===== src/rtl/core/bdda_pkg.sv =====
// Shared types, constants and calendar functions for the business-day date adder.
package bdda_pkg;

    localparam int unsigned DAY_W     = 5;
    localparam int unsigned MONTH_W   = 4;
    localparam int unsigned YEAR_W    = 14;
    localparam int unsigned COUNT_W   = 15;
    localparam int unsigned WDAY_W    = 3;
    localparam int unsigned STATUS_W  = 2;
    localparam int unsigned MASK_W    = 7;

    localparam logic [YEAR_W-1:0]  MAX_YEAR      = 14'd9999;
    localparam logic [MASK_W-1:0]  MASK_RESET    = 7'd96;
    localparam logic [MASK_W-1:0]  MASK_ALL      = 7'h7F;
    localparam logic [WDAY_W-1:0]  WDAY_MAX_DATE = 3'd5;   // weekday of 31 Dec 9999
    localparam logic [WDAY_W-1:0]  WDAY_SAT      = 3'd6;

    // Reciprocal multipliers: y*5243 >> 19 is y/100 and s*37450 >> 18 is s/7
    // for every value these fields can carry.
    localparam logic [12:0] RECIP_100 = 13'd5243;
    localparam logic [15:0] RECIP_7   = 16'd37450;

    localparam logic [STATUS_W-1:0] STAT_OK       = 2'd0;
    localparam logic [STATUS_W-1:0] STAT_INVALID  = 2'd1;
    localparam logic [STATUS_W-1:0] STAT_OVERFLOW = 2'd2;

    typedef struct packed {
        logic load;      // capture an accepted input transaction
        logic div;       // year / 100
        logic prep;      // validate, leap, weekday sum
        logic mod_a;     // sum / 7
        logic mod_b;     // sum % 7
        logic step;      // walk one calendar day
        logic out_load;  // move result into output register
    } bdda_cmd_t;

    typedef struct packed {
        logic finished;  // walk complete or never needed
        logic out_free;  // output register can take a result
    } bdda_stat_t;

    function automatic logic [DAY_W-1:0] days_in_month(input logic [MONTH_W-1:0] m,
                                                       input logic leap);
        logic [DAY_W-1:0] len;
        case (m)
            4'd1, 4'd3, 4'd5, 4'd7, 4'd8, 4'd10, 4'd12: len = 5'd31;
            4'd4, 4'd6, 4'd9, 4'd11:                    len = 5'd30;
            4'd2:                                       len = leap ? 5'd29 : 5'd28;
            default:                                    len = 5'd0;
        endcase
        return len;
    endfunction

    // (31 * mm) / 12 with mm the March-based month number.
    function automatic logic [DAY_W-1:0] month_term(input logic [MONTH_W-1:0] m);
        logic [DAY_W-1:0] t;
        case (m)
            4'd1:    t = 5'd28;
            4'd2:    t = 5'd31;
            4'd3:    t = 5'd2;
            4'd4:    t = 5'd5;
            4'd5:    t = 5'd7;
            4'd6:    t = 5'd10;
            4'd7:    t = 5'd12;
            4'd8:    t = 5'd15;
            4'd9:    t = 5'd18;
            4'd10:   t = 5'd20;
            4'd11:   t = 5'd23;
            4'd12:   t = 5'd25;
            default: t = 5'd0;
        endcase
        return t;
    endfunction

endpackage


===== src/rtl/core/bdda_ctrl.sv =====
// Sequencer for the business-day date adder: setup steps, day walk, result hand-off.
module bdda_ctrl
    import bdda_pkg::*;
(
    input  logic       clk,
    input  logic       rst_n,
    input  logic       in_valid,
    output logic       in_ready,
    input  bdda_stat_t stat,
    output bdda_cmd_t  cmd
);

    typedef enum logic [2:0] {
        ST_IDLE,
        ST_DIV,
        ST_PREP,
        ST_MOD_A,
        ST_MOD_B,
        ST_WALK,
        ST_DONE
    } state_t;

    state_t state_reg;
    state_t state_next;

    always_comb
    begin
        state_next   = state_reg;
        cmd          = '0;
        in_ready     = 1'b0;
        unique case (state_reg)
            ST_IDLE:
            begin
                in_ready = 1'b1;
                cmd.load = in_valid;
                if (in_valid)
                begin
                    state_next = ST_DIV;
                end
            end
            ST_DIV:
            begin
                cmd.div    = 1'b1;
                state_next = ST_PREP;
            end
            ST_PREP:
            begin
                cmd.prep   = 1'b1;
                state_next = ST_MOD_A;
            end
            ST_MOD_A:
            begin
                cmd.mod_a  = 1'b1;
                state_next = ST_MOD_B;
            end
            ST_MOD_B:
            begin
                cmd.mod_b  = 1'b1;
                state_next = ST_WALK;
            end
            ST_WALK:
            begin
                if (stat.finished)
                begin
                    state_next = ST_DONE;
                end
                else
                begin
                    cmd.step = 1'b1;
                end
            end
            ST_DONE:
            begin
                if (stat.out_free)
                begin
                    cmd.out_load = 1'b1;
                    state_next   = ST_IDLE;
                end
            end
            default:
            begin
                state_next = ST_IDLE;
            end
        endcase
    end

    always_ff @(posedge clk or negedge rst_n)
    begin
        if (!rst_n)
        begin
            state_reg <= ST_IDLE;
        end
        else
        begin
            state_reg <= state_next;
        end
    end

endmodule


===== src/rtl/core/bdda_dp.sv =====
// Datapath for the business-day date adder: date registers, weekday math, output stage.
module bdda_dp
    import bdda_pkg::*;
(
    input  logic                clk,
    input  logic                rst_n,
    input  bdda_cmd_t           cmd,
    output bdda_stat_t          stat,
    input  logic                cfg_wr_en,
    input  logic [MASK_W-1:0]   cfg_wr_data,
    input  logic [DAY_W-1:0]    start_day,
    input  logic [MONTH_W-1:0]  start_month,
    input  logic [YEAR_W-1:0]   start_year,
    input  logic [COUNT_W-1:0]  business_days,
    input  logic                out_ready,
    output logic                out_valid,
    output logic [DAY_W-1:0]    end_day,
    output logic [MONTH_W-1:0]  end_month,
    output logic [YEAR_W-1:0]   end_year,
    output logic [WDAY_W-1:0]   end_weekday,
    output logic [STATUS_W-1:0] status
);

    logic [MASK_W-1:0]   mask_reg;
    logic [DAY_W-1:0]    day_reg;
    logic [MONTH_W-1:0]  month_reg;
    logic [YEAR_W-1:0]   year_reg;
    logic [WDAY_W-1:0]   wday_reg;
    logic [COUNT_W-1:0]  left_reg;
    logic [STATUS_W-1:0] stat_reg;
    logic                stop_reg;
    logic [7:0]          q100_reg;     // year / 100
    logic [6:0]          cnt100_reg;   // year % 100
    logic [1:0]          cnt4c_reg;    // (year / 100) % 4
    logic [14:0]         sum_reg;
    logic [12:0]         q7_reg;
    logic                out_valid_reg;
    logic [DAY_W-1:0]    out_day_reg;
    logic [MONTH_W-1:0]  out_month_reg;
    logic [YEAR_W-1:0]   out_year_reg;
    logic [WDAY_W-1:0]   out_wday_reg;
    logic [STATUS_W-1:0] out_stat_reg;

    // Setup arithmetic
    logic [26:0]        prod100;
    logic [14:0]        rem100_full;
    logic [6:0]         mod100;
    logic               leap_in;
    logic               date_ok;
    logic               early_feb;
    logic [YEAR_W-1:0]  yy;
    logic [7:0]         yy_q100;
    logic [14:0]        wsum;
    logic [30:0]        prod7;
    logic [14:0]        rem7_full;
    logic [WDAY_W-1:0]  wday_calc;

    // Walk arithmetic
    logic               leap_walk;
    logic               at_max;
    logic               month_end;
    logic [7:0]         mask8;
    logic               biz_day;

    assign prod100     = 27'(year_reg) * 27'(RECIP_100);
    assign rem100_full = {1'b0, year_reg} - (15'(q100_reg) * 15'd100);
    assign mod100      = rem100_full[6:0];
    assign leap_in     = (year_reg[1:0] == 2'd0) && ((mod100 != 7'd0) || (q100_reg[1:0] == 2'd0));
    assign date_ok     = (year_reg != '0) && (year_reg <= MAX_YEAR) &&
                         (month_reg >= 4'd1) && (month_reg <= 4'd12) &&
                         (day_reg != '0) && (day_reg <= days_in_month(month_reg, leap_in));

    // January and February count as months of the previous year.
    assign early_feb = (month_reg <= 4'd2);
    assign yy        = year_reg - YEAR_W'(early_feb);
    assign yy_q100   = q100_reg - 8'((early_feb && (mod100 == 7'd0)) ? 1 : 0);
    assign wsum      = 15'(day_reg) + 15'(yy) + 15'(yy >> 2) - 15'(yy_q100)
                     + 15'(yy_q100 >> 2) + 15'(month_term(month_reg));

    assign prod7     = 31'(sum_reg) * 31'(RECIP_7);
    assign rem7_full = sum_reg - (15'(q7_reg) * 15'd7);
    assign wday_calc = rem7_full[WDAY_W-1:0];

    assign leap_walk = (year_reg[1:0] == 2'd0) && ((cnt100_reg != 7'd0) || (cnt4c_reg == 2'd0));
    assign at_max    = (day_reg == 5'd31) && (month_reg == 4'd12) && (year_reg == MAX_YEAR);
    assign month_end = (day_reg == days_in_month(month_reg, leap_walk));
    assign mask8     = {1'b0, mask_reg};
    assign biz_day   = !mask8[wday_reg];

    assign stat.finished = stop_reg || (left_reg == '0);
    assign stat.out_free = !out_valid_reg || out_ready;

    always_ff @(posedge clk or negedge rst_n)
    begin
        if (!rst_n)
        begin
            mask_reg      <= MASK_RESET;
            stop_reg      <= 1'b0;
            out_valid_reg <= 1'b0;
        end
        else
        begin
            if (cfg_wr_en)
            begin
                mask_reg <= cfg_wr_data;
            end
            if (cmd.load)
            begin
                stop_reg <= 1'b0;
            end
            else if (cmd.prep)
            begin
                stop_reg <= !date_ok || ((left_reg != '0) && (mask_reg == MASK_ALL));
            end
            else if (cmd.step && at_max)
            begin
                stop_reg <= 1'b1;
            end
            if (cmd.out_load)
            begin
                out_valid_reg <= 1'b1;
            end
            else if (out_ready)
            begin
                out_valid_reg <= 1'b0;
            end
        end
    end

    always_ff @(posedge clk)
    begin
        if (cmd.load)
        begin
            day_reg   <= start_day;
            month_reg <= start_month;
            year_reg  <= start_year;
            left_reg  <= business_days;
        end
        if (cmd.div)
        begin
            q100_reg <= prod100[26:19];
        end
        if (cmd.prep)
        begin
            sum_reg    <= wsum;
            cnt100_reg <= mod100;
            cnt4c_reg  <= q100_reg[1:0];
            if (!date_ok)
            begin
                stat_reg <= STAT_INVALID;
            end
            else if ((left_reg != '0) && (mask_reg == MASK_ALL))
            begin
                // No business day exists: jump straight to the last date.
                stat_reg  <= STAT_OVERFLOW;
                day_reg   <= 5'd31;
                month_reg <= 4'd12;
                year_reg  <= MAX_YEAR;
            end
            else
            begin
                stat_reg <= STAT_OK;
            end
        end
        if (cmd.mod_a)
        begin
            q7_reg <= prod7[30:18];
        end
        if (cmd.mod_b)
        begin
            case (stat_reg)
                STAT_INVALID:  wday_reg <= '0;
                STAT_OVERFLOW: wday_reg <= WDAY_MAX_DATE;
                default:       wday_reg <= wday_calc;
            endcase
        end
        if (cmd.step)
        begin
            if (biz_day)
            begin
                left_reg <= left_reg - 1'b1;
            end
            if (at_max)
            begin
                stat_reg <= STAT_OVERFLOW;
            end
            else
            begin
                wday_reg <= (wday_reg == WDAY_SAT) ? '0 : wday_reg + 1'b1;
                if (month_end)
                begin
                    day_reg <= 5'd1;
                    if (month_reg == 4'd12)
                    begin
                        month_reg <= 4'd1;
                        year_reg  <= year_reg + 1'b1;
                        if (cnt100_reg == 7'd99)
                        begin
                            cnt100_reg <= '0;
                            cnt4c_reg  <= cnt4c_reg + 1'b1;
                        end
                        else
                        begin
                            cnt100_reg <= cnt100_reg + 1'b1;
                        end
                    end
                    else
                    begin
                        month_reg <= month_reg + 1'b1;
                    end
                end
                else
                begin
                    day_reg <= day_reg + 1'b1;
                end
            end
        end
        if (cmd.out_load)
        begin
            out_day_reg   <= day_reg;
            out_month_reg <= month_reg;
            out_year_reg  <= year_reg;
            out_wday_reg  <= wday_reg;
            out_stat_reg  <= stat_reg;
        end
    end

    assign out_valid   = out_valid_reg;
    assign end_day     = out_day_reg;
    assign end_month   = out_month_reg;
    assign end_year    = out_year_reg;
    assign end_weekday = out_wday_reg;
    assign status      = out_stat_reg;

    a_ovf_date: assert property (@(posedge clk) disable iff (!rst_n)
        out_valid_reg && (out_stat_reg == STAT_OVERFLOW) |->
            (out_day_reg == 5'd31) && (out_month_reg == 4'd12) && (out_year_reg == MAX_YEAR))
        else $error("overflow result is not 31 Dec 9999");

    a_ok_date: assert property (@(posedge clk) disable iff (!rst_n)
        out_valid_reg && (out_stat_reg == STAT_OK) |->
            (out_year_reg != '0) && (out_year_reg <= MAX_YEAR) && (out_day_reg != '0))
        else $error("ok result carries an impossible date");

    a_step_live: assert property (@(posedge clk) disable iff (!rst_n)
        cmd.step |-> !stop_reg && (left_reg != '0))
        else $error("walk step issued after the walk finished");

    a_count_down: assert property (@(posedge clk) disable iff (!rst_n)
        cmd.step |=> (left_reg == $past(left_reg)) || (left_reg == $past(left_reg) - 1'b1))
        else $error("business day count moved by more than one");

endmodule


===== src/rtl/core/business_day_date_adder_unit.sv =====
// Top level of the business-day date adder: stream ports around sequencer and datapath.
//
// Each input transaction carries a Gregorian start date and a count of business days.
// The unit walks forward one calendar day per clock; a day whose weekday bit is clear
// in weekend_mask lowers the count before the advance, and the walk ends when the count
// reaches zero, so a count of zero returns the start date. The result is the reached
// date, its weekday (0 Sunday) and a status: ok, invalid start date (the input date is
// echoed with weekday 0), or year overflow (the walk stopped at 31 Dec 9999). An all-
// weekend mask with a nonzero count answers the overflow date without walking. A
// transaction moves from accept through setup steps that validate the date and derive
// its weekday through reciprocal multiplies, then through the date stepper, which walks
// one calendar day at a time, a finish check and the load of the output register, which
// waits until that register is free. The stepper handles one transaction at a time; the
// output register holds a finished result while the next transaction is accepted.
// weekend_mask (reset Friday and Saturday) is written through cfg_wr_en / cfg_wr_data
// and must only change while the unit is idle.
module business_day_date_adder_unit
    import bdda_pkg::*;
(
    input  logic              clk,
    input  logic              rst_n,
    input  logic              cfg_wr_en,
    input  logic [MASK_W-1:0] cfg_wr_data,     // weekend_mask
    input  logic              s_axis_tvalid,
    output logic              s_axis_tready,
    // start_day[4:0], start_month[8:5], start_year[22:9], business_days[37:23]
    input  logic [39:0]       s_axis_tdata,
    output logic              m_axis_tvalid,
    input  logic              m_axis_tready,
    // end_day[4:0], end_month[8:5], end_year[22:9], end_weekday[25:23]
    output logic [31:0]       m_axis_tdata,
    // status[1:0]
    output logic [1:0]        m_axis_tuser
);

    bdda_cmd_t           cmd;
    bdda_stat_t          stat;
    logic [DAY_W-1:0]    end_day;
    logic [MONTH_W-1:0]  end_month;
    logic [YEAR_W-1:0]   end_year;
    logic [WDAY_W-1:0]   end_weekday;
    logic [STATUS_W-1:0] status;

    bdda_ctrl u_ctrl (
        .clk      (clk),
        .rst_n    (rst_n),
        .in_valid (s_axis_tvalid),
        .in_ready (s_axis_tready),
        .stat     (stat),
        .cmd      (cmd)
    );

    // Unpack the input transaction straight into the datapath's capture registers.
    bdda_dp u_dp (
        .clk           (clk),
        .rst_n         (rst_n),
        .cmd           (cmd),
        .stat          (stat),
        .cfg_wr_en     (cfg_wr_en),
        .cfg_wr_data   (cfg_wr_data),
        .start_day     (s_axis_tdata[4:0]),
        .start_month   (s_axis_tdata[8:5]),
        .start_year    (s_axis_tdata[22:9]),
        .business_days (s_axis_tdata[37:23]),
        .out_ready     (m_axis_tready),
        .out_valid     (m_axis_tvalid),
        .end_day       (end_day),
        .end_month     (end_month),
        .end_year      (end_year),
        .end_weekday   (end_weekday),
        .status        (status)
    );

    // Pack the result transaction; pad bits are zero.
    assign m_axis_tdata = {6'd0, end_weekday, end_year, end_month, end_day};
    assign m_axis_tuser = status;

endmodule


===== config.mk =====
export PLATFORM = sky130hd
export DESIGN_NAME = business_day_date_adder_unit
export DESIGN_NICKNAME = d
export VERILOG_FILES = /design/src/rtl/core/bdda_pkg.sv /design/src/rtl/core/bdda_ctrl.sv /design/src/rtl/core/bdda_dp.sv /design/src/rtl/core/business_day_date_adder_unit.sv
export SDC_FILE = /design/constraint.sdc
export NUM_CORES = 1
export LEC_CHECK = 0
export BUFFER_PORTS_ARGS = -buffer_cell sky130_fd_sc_hd__buf_4
export CORE_MARGIN = 3
export CORE_UTILIZATION = 55
export CTS_CLUSTER_DIAMETER = 150
export DETAILED_ROUTE_END_ITERATION = 7
export GPL_TIMING_DRIVEN = 0
export PLACE_DENSITY_LB_ADDON = 0.25
export SETUP_SLACK_MARGIN = 0.05
export SYNTH_ARGS = -nofsm -noshare
export SYNTH_HDL_FRONTEND = slang
export SYNTH_SLANG_ARGS = --single-unit
export TNS_END_PERCENT = 1

===== constraint.sdc =====
create_clock -name clk -period 8.3 [get_ports clk]
set_clock_uncertainty 0.05 [all_clocks]
set_input_delay 1.66 -clock clk [delete_from_list [all_inputs] [get_ports clk]]
set_output_delay 1.66 -clock clk [all_outputs]
set_load 0.02 [all_outputs]

==> results of run 1 <==
[worst max path at each step]
stage | from | to | slack [ns]
global placement | u_dp.year_reg[2] | u_dp.sum_reg[12] | 1.44
detailed placement | u_dp.year_reg[3] | u_dp.sum_reg[12] | 1.32
finish | u_dp.year_reg[3] | u_dp.sum_reg[12] | 1.29
CTS | u_dp.year_reg[3] | u_dp.sum_reg[12] | 1.27
global route | u_dp.year_reg[2] | u_dp.sum_reg[12] | 0.70
floorplan | u_dp.year_reg[2] | u_dp.sum_reg[12] | 2.15
[through the flow]
stage / worst slack (ns) / instance area (um2) / utilization / hold slack (ns) / cells
2_1_floorplan: 2.152 / 13220 / - / 0.3564 / 1337
3_3_place_gp: 1.440 / 14200 / 0.6032 / 0.3712 / 1734
3_5_place_dp: 1.321 / 14200 / 0.6032 / 0.3707 / 1734
4_1_cts: 1.270 / 14760 / 0.6271 / 0.3851 / 1766
5_1_grt: 0.7029 / 14760 / 0.6271 / 0.3883 / 1766
6_report: 1.290 / 14760 / 0.6271 / 0.3836 / 1766
[kinds of logic (layout without fill, tap and decap cells)]
family                     count (synthesis)  after routing
AOI/OAI and AO/OA                        214            214
xor gates and xnor gates                  67             67
adders and majority gates                377            377
buffers and inverters                    270            380
DFF                                      123            123
muxes                                     17             17
other                                      1              6
and+or+nand+nor                          263            263
[cell usage after synthesis (6+ instances only)]
cell | n | area [um2]
a211oi_1 | 8 | 60.06
o22ai_1 | 6 | 37.54
nand3_1 | 35 | 175.2
inv_1 | 239 | 897.1
and2_1 | 11 | 68.82
mux2_2 | 8 | 90.09
nor3_1 | 18 | 90.09
fa_1 | 115 | 2302
clkbuf_1 | 22 | 82.58
o21ai_0 | 42 | 210.2
nand4_1 | 9 | 56.30
dfxtp_1 | 57 | 1141
nor2b_1 | 7 | 43.79
buf_4 | 6 | 45.04
a21oi_1 | 64 | 320.3
nand2_1 | 66 | 247.7
xnor2_1 | 53 | 464.2
and3_1 | 13 | 81.33
a22o_1 | 7 | 61.31
or3_1 | 8 | 50.05
mux2i_1 | 8 | 80.08
xor2_1 | 14 | 122.6
edfxtp_1 | 54 | 1622
o211ai_1 | 9 | 67.56
ha_1 | 262 | 3278
a21o_1 | 14 | 105.1
a311oi_1 | 6 | 52.55
nor2_1 | 62 | 232.7
dfrtp_1 | 10 | 250.2
[metal layers]
layer / vias to the layer above / track usage / part of all wire
met3: 38 / 0.02811 / 0.039
li1: 4723 / - / -
met5: - / 0 / 0
met2: 199 / 0.3958 / 0.49
met1: 4683 / 0.3112 / 0.45
met4: 0 / 0.06296 / 0.021
[layout by cell type (no fill, tap or decap), types with 35 or more instances in the layout]
master    synthesis  layout
fa_1            115     115
nor2_1           62      62
a21oi_1          64      64
xnor2_1          53      53
buf_4             6      84
dfxtp_1          57      57
o21ai_0          42      42
inv_1           239     239
nand3_1          35      35
ha_1            262     262
edfxtp_1         54      54
nand2_1          66      66
[final cells by class]
class                           instances  area share
Buffer                                 29    0.008899
Inverter                              241     0.06128
Multi-Input combinational cell        944      0.6174
Timing Repair Buffer                   78     0.03966
Clock buffer                           19     0.03077
Sequential cell                       123      0.2076
Clock inverter                         13    0.007289
Tap cell                              319     0.02704
==> flow_metrics.tcl, run 1 <==
set metrics [dict create \
    clock_latency_ns 0.43 \
    hold_end "u_dp.end_weekday[1]" \
    cp_slowest_cell "dfxtp_1" \
    track_usage 0.2310 \
    htree_levels 4 \
    synthAdderAreaFrac 0.4229 \
    critPathKind "flip-flop to flip-flop" \
    postCtsHoldBufs 0 \
    drt_iter0_drc 506 \
    grt_remaining_overflow 0 \
    reg2reg_depth 26 \
    hold_path_depth 0 \
    root_buffer "clkbuf_16" \
    synthXorXnorAreaFrac 0.04447 \
    die_y_um 160.9 \
    yosys.area_share.simple 0.1002 \
    ant_nets 0 \
    gp_congestion 0.9078 \
    min-delay-start "u_dp.wday_reg[1]" \
    synthArstFlopShare 0.09756 \
    cts_setup_buffers 0 \
    cts-resized-gates 0 \
    grt_max_degree 29 \
    hpwlAfterDp_mm 23.76 \
    crit_required_ns 8.42 \
    crit_buf_inv 4 \
    synth_top_family_by_area "adder cells" \
    initial_core_util 0.5605 \
    antenna_found_initial 0 \
    seq_area_mm2 0.003065 \
    wl_per_cell_um 16.42 \
    ios 88 \
    synth_ff_type "dfxtp_1" \
    antenna_cells 0 \
    ys_ff_latch 123 \
    fp-row-count 56 \
    maxCapViolCount 0 \
    first_pass_iters 5 \
    drc 0 \
    drive_above_1_share 0.1016 \
    cts.path.max_buffers 2 \
    clock-sinks 123 \
    critical_path_depth 26 \
    rrSetupSlack_ns 1.29 \
    max_stage_delay_ns 0.75 \
    postSynthCellCount 1332 \
    wl_mm 29.00 \
    arrival_ns 7.13 \
    startpoint_type "flip-flop" \
    numCtsBuffers 17 \
    synth_mux_area_frac 0.01460 \
    period_needed_ns 7.010 \
    clkTransAtPathRegs_ns 0.06 \
    synth_edf_count 54 \
    multi_input_area_mm2 0.009115 \
    grt_pass1_wl_mm 48.13 \
    worstSetupEndpointType "flip-flop" \
    routed_via_density 5.460 \
    yosysWarnings 0 \
    portBuffers 78 \
    reg2reg_to "u_dp.sum_reg[12]" \
    setup_viol 0 \
    drv_slew 0 \
    nFillCells 2010 \
    relSlewSlack 0.1927 \
    tightest_slew_ns 1.211 \
    syn_area_per_cell_um2 9.907 \
    max_freq_mhz 142.7 \
    crit_top_cell "fa_1" \
    critical_path.max_fanout 11 \
    num_vias 9643 \
    core_area_mm2 0.02354 \
    num-nets-final 1863 \
    hold_class "flip-flop to flip-flop" \
    hold_violations 0 \
    rr_startpoint "u_dp.year_reg[3]" \
    grt_pass1_vias 9640 \
    grt_setup_unrepaired "false" \
    synth_cell_types 72 \
    fp.dieArea_mm2 0.02589 \
    setup_tns_ns 0 \
    synth_compound_area_frac 0.1068 \
    cts_tree "done" \
    finalCritPeriodShare 0.8446 \
    crit_family "adder cells" \
    area_delta_synth_final_pct 11.87 \
    outcome "finished clean" \
    die_width_um 160.9 \
    yosysSeqAreaShare 0.2323 \
    netlist_area_mm2 0.01320 \
]
Power of run 1 is not shown: default switching activity piles up to over one toggle a cycle in this logic, so the estimate is an artifact.
==> run 2, diff against run 1 <==
- clock period: 8.3 -> 6.1 ns (I/O delays scaled with it)
==> flow_metrics.tcl, run 2 (synthesis results as in run 1) <==
set metrics [dict create \
    antenna_found_initial 0 \
    max_freq_mhz 167.6 \
    critical_path.max_fanout 3 \
    drive_above_1_share 0.1430 \
    gp_congestion 0.8953 \
    worstSetupEndpointType "flip-flop" \
    setup_tns_ns 0 \
    fp-row-count 56 \
    clock-sinks 123 \
    startpoint_type "flip-flop" \
    drv_slew 0 \
    hold_class "flip-flop to flip-flop" \
    reg2reg_depth 26 \
    hold_path_depth 0 \
    hpwlAfterDp_mm 24.43 \
    drc 0 \
    die_width_um 160.9 \
    clock_latency_ns 0.43 \
    num_vias 9827 \
    place_area_mm2 0.01420 \
    grt_max_degree 29 \
    fin_area_mm2 0.01514 \
    min-delay-start "u_dp.wday_reg[1]" \
    crit_required_ns 6.22 \
    relSlewSlack 0.1312 \
    post-route-util 0.6430 \
    ios 88 \
    wl_mm 30.43 \
    core_area_mm2 0.02354 \
    routed_via_density 5.518 \
    hold_violations 0 \
    arrival_ns 6.09 \
    num-nets-final 1878 \
    rrSetupSlack_ns 0.13 \
    antenna_cells 0 \
    htree_levels 4 \
    fp.dieArea_mm2 0.02589 \
    ant_nets 0 \
    first_pass_iters 5 \
    mostFrequentLayoutCells "ha_1 (256), inv_1 (233), fa_1 (110), buf_4 (99), nand2_1 (66)" \
    track_usage 0.2419 \
    grt_remaining_overflow 0 \
    critPathKind "flip-flop to flip-flop" \
    nFillCells 1959 \
    hold_end "u_dp.end_weekday[1]" \
    postCtsHoldBufs 0 \
    die_y_um 160.9 \
    portBuffers 78 \
    maxCapViolCount 0 \
    wl_per_cell_um 17.08 \
    tightest_slew_ns 1.303 \
    area_delta_synth_final_pct 14.72 \
    rr_startpoint "u_dp.q100_reg[0]" \
    period_needed_ns 5.967 \
    numCtsBuffers 17 \
    reg2reg_to "u_dp.sum_reg[12]" \
    finalCritPeriodShare 0.9782 \
    mostFrequentLayoutCell "ha_1" \
    cts_tree "done" \
    grt_pass1_vias 10240 \
    root_buffer "clkbuf_16" \
    fin_cells 1781 \
    cts.path.max_buffers 2 \
    initial_core_util 0.5605 \
    place_inst 1734 \
    grt_setup_unrepaired "true" \
    drt_iter0_drc 644 \
    clkTransAtPathRegs_ns 0.06 \
    grt_pass1_wl_mm 50.62 \
    outcome "finished clean" \
    setup_viol 0 \
]
-- run 2: cell count changes in the layout (fill, tap and decap cells not counted), sizes merged --
cell,before,now
buf,85,100
clkinv,6,2
clkinvlp,2,4
bufinv,0,1
inv,246,247
-- run 2: final cells by class --
type                       count  area, um2  area share
buffer                        29      132.6    0.008761
clock buffer                  19      454.2     0.03000
clock inverter                13      131.4    0.008678
inverter                     241      913.4     0.06034
multi-input combinational    944       9331      0.6164
sequential                   123       3078      0.2033
tap                          319      399.1     0.02637
timing repair buffer          93      698.2     0.04612
-- run 2: critical path, stage by stage (launching register included) --
cell	delay, ns
edfxtp_1	0.44
ha_2	0.23
fa_2	0.36
inv_1	0.06
a21o_1	0.12
a21oi_2	0.06
xnor2_1	0.13
or3_1	0.39
nor2_1	0.13
ha_2	0.24
and3_4	0.21
xor2_2	0.16
inv_2	0.07
fa_2	0.46
fa_2	0.57
inv_1	0.05
fa_2	0.35
ha_4	0.18
fa_2	0.34
a21o_1	0.19
a21oi_2	0.16
nor2b_1	0.08
o211ai_1	0.17
nand2_1	0.11
a41oi_2	0.16
nor2b_2	0.18
xnor2_1	0.07
-- run 2: worst max path at each step --
stage | start | endpoint | slack [ns] | depth (start not counted)
2_1_floorplan | u_dp.year_reg[2] | u_dp.sum_reg[12] | 0.12 | 27
3_3_place_gp | u_dp.year_reg[3] | u_dp.sum_reg[14] | -0.45 | 24
3_5_place_dp | u_dp.year_reg[3] | u_dp.sum_reg[12] | -0.51 | 26
4_1_cts | u_dp.q100_reg[0] | u_dp.sum_reg[12] | 0.01 | 26
5_1_grt | u_dp.q100_reg[0] | u_dp.sum_reg[13] | -0.09 | 25
6_report | u_dp.q100_reg[0] | u_dp.sum_reg[12] | 0.13 | 26
-- run 2: layer usage --
| layer | track usage | routed length, um | vias to the layer above |
|---|---|---|---|
| li1 | - | - | 4758 |
| met1 | 0.3120 | 13160 | 4745 |
| met2 | 0.4143 | 14980 | 260 |
| met3 | 0.04385 | 1446 | 64 |
| met4 | 0.07783 | 837 | 0 |
| met5 | 0 | 0 | - |
-- run 2: repair_timing --
action	CTS	global route
pin swaps	7	35
resized for setup	25	31
hold endpoints to repair	0	0
setup buffers	7	8
endpoints found under the setup margin	9	9
-- run 2: through the flow --
stage          hold WS [ns]  worst slack, ns
6_report             0.3899           0.1332
5_1_grt              0.4079         -0.09468
4_1_cts              0.3891          0.01196
3_5_place_dp         0.3746          -0.5140
3_3_place_gp         0.3703          -0.4511
2_1_floorplan        0.3564           0.1247
Power of run 2 is left out for the same reason.
==> run 3, diff against run 2 <==
- SETUP_SLACK_MARGIN: 0.05 -> 0.15
- SKIP_LAST_GASP: default -> 1
==> flow_metrics.tcl, run 3 (synthesis results as in run 1) <==
set metrics [dict create \
    grt_max_degree 29 \
    critPathKind "flip-flop to flip-flop" \
    core_area_mm2 0.02354 \
    rrSetupSlack_ns -0.04 \
    violations "setup timing" \
    antenna_found_initial 1 \
    hold_class "flip-flop to flip-flop" \
    postCtsHoldBufs 0 \
    maxCapViolCount 0 \
    grt_pass1_vias 10190 \
    die_width_um 160.9 \
    wl_mm 30.89 \
    track_usage 0.2429 \
    min-delay-start "u_dp.wday_reg[1]" \
    worstSetupEndpointType "flip-flop" \
    first_pass_iters 5 \
    hold_violations 0 \
    portBuffers 78 \
    hold_end "u_dp.end_weekday[1]" \
    wl_per_cell_um 17.32 \
    reg2reg_to "u_dp.sum_reg[12]" \
    period_needed_ns 6.137 \
    gp_congestion 0.8960 \
    whs_ns 0.3925 \
    place_area_mm2 0.01421 \
    tightest_slew_ns 1.306 \
    grt_pass1_wl_mm 50.47 \
    htree_levels 4 \
    initial_core_util 0.5605 \
    drive_above_1_share 0.1440 \
    die_y_um 160.9 \
    final.setup.worst_slack_ns -0.03681 \
    numCtsBuffers 17 \
    area_delta_synth_final_pct 14.92 \
    startpoint_type "flip-flop" \
    setup_tns_ns -0.04642 \
    fp.dieArea_mm2 0.02589 \
    crit_required_ns 6.23 \
    clock-sinks 123 \
    relSlewSlack 0.1295 \
    nFillCells 1931 \
    ios 88 \
    num_vias 9875 \
    seq_area_mm2 0.003075 \
    mostFrequentLayoutCell "ha_1" \
    clock_latency_ns 0.43 \
    grt_setup_unrepaired "true" \
    critical_path.max_fanout 3 \
    finalCritPeriodShare 1.006 \
    drt_iter0_drc 571 \
    fin_area_mm2 0.01517 \
    rr_startpoint "u_dp.q100_reg[0]" \
    drv_slew 0 \
    multi_input_area_mm2 0.009344 \
    arrival_ns 6.26 \
    max_freq_mhz 163.0 \
    reg2reg_depth 26 \
    num-nets-final 1881 \
    hold_path_depth 0 \
    mostFrequentLayoutCells "ha_1 (256), inv_1 (233), fa_1 (110), buf_4 (101), nand2_1 (66)" \
    setup_viol 2 \
    cts_tree "done" \
    hpwlAfterDp_mm 24.43 \
    antenna_cells 0 \
    drc 0 \
    routed_via_density 5.535 \
    fp-row-count 56 \
    root_buffer "clkbuf_16" \
    cts.path.max_buffers 2 \
    ant_nets 0 \
    outcome "finished with violations" \
    grt_remaining_overflow 0 \
    clkTransAtPathRegs_ns 0.06 \
]
-- run 3: cell count changes in the layout (fill, tap and decap cells not counted), sizes merged --
| cell | delta |
|---|---|
| inv | -2 |
| clkinvlp | -2 |
| bufinv | -1 |
| buf | +3 |
| clkbuf | +1 |
| clkinv | +4 |
-- run 3: what timing repair did --
item                       4_1_cts  5_1_grt
buffers inserted                 5       13
pin swaps                        1       35
setup endpoints to repair        9       11
hold endpoints to repair         0        0
resized for setup               21       34
-- run 3: how the worst max path moves through the flow --
stage                           startpoint                to  cells past startpoint
after floorplan           u_dp.year_reg[2]  u_dp.sum_reg[12]                     27
final                     u_dp.q100_reg[0]  u_dp.sum_reg[12]                     26
after CTS                 u_dp.q100_reg[0]  u_dp.sum_reg[13]                     24
after detailed placement  u_dp.year_reg[3]  u_dp.sum_reg[12]                     24
after global routing      u_dp.q100_reg[0]  u_dp.sum_reg[12]                     26
after global placement    u_dp.year_reg[3]  u_dp.sum_reg[14]                     24
-- run 3: through the flow --
| stage | util | instances | setup slack (ns) |
|---|---|---|---|
| 2_1_floorplan | - | 1337 | 0.1502 |
| 3_3_place_gp | 0.6036 | 1734 | -0.4782 |
| 3_5_place_dp | 0.6036 | 1734 | -0.5126 |
| 4_1_cts | 0.6335 | 1771 | -0.02539 |
| 5_1_grt | 0.6442 | 1784 | -0.2677 |
| 6_report | 0.6442 | 1784 | -0.03681 |
-- run 3: per-layer routing --
metal  global-route usage  routed length, um
met3              0.03843               1349
met4              0.07509                699
met2               0.4202              15350
met5                    0                 49
met1               0.3146              13440
-- run 3: layout make-up --
cell class,count,area share
Tap cell,319,0.02632
Clock inverter,12,0.006600
Sequential cell,123,0.2028
Multi-Input combinational cell,944,0.6161
Clock buffer,20,0.03160
Timing Repair Buffer,96,0.04777
Inverter,241,0.06006
Buffer,29,0.008745
-- run 3: worst max-delay path, stage by stage, from the launching register on --
cell and delay (ns):
edfxtp_1 0.46, buf_6 0.16, inv_1 0.08, ha_1 0.26, xnor2_1 0.15, xnor2_1 0.26, xnor2_2 0.12, or3_4 0.41
nor2_2 0.13, ha_2 0.24, buf_4 0.13, nand3_2 0.09, nor3_2 0.20, xor2_1 0.26, fa_1 0.46, inv_1 0.08
fa_1 0.44, fa_1 0.55, inv_1 0.07, ha_4 0.26, a21oi_2 0.20, nor2b_2 0.08, o211ai_1 0.20, nand2_1 0.12
a41oi_2 0.19, nor2b_2 0.18, xnor2_1 0.06
Power of run 3 is left out for the same reason.
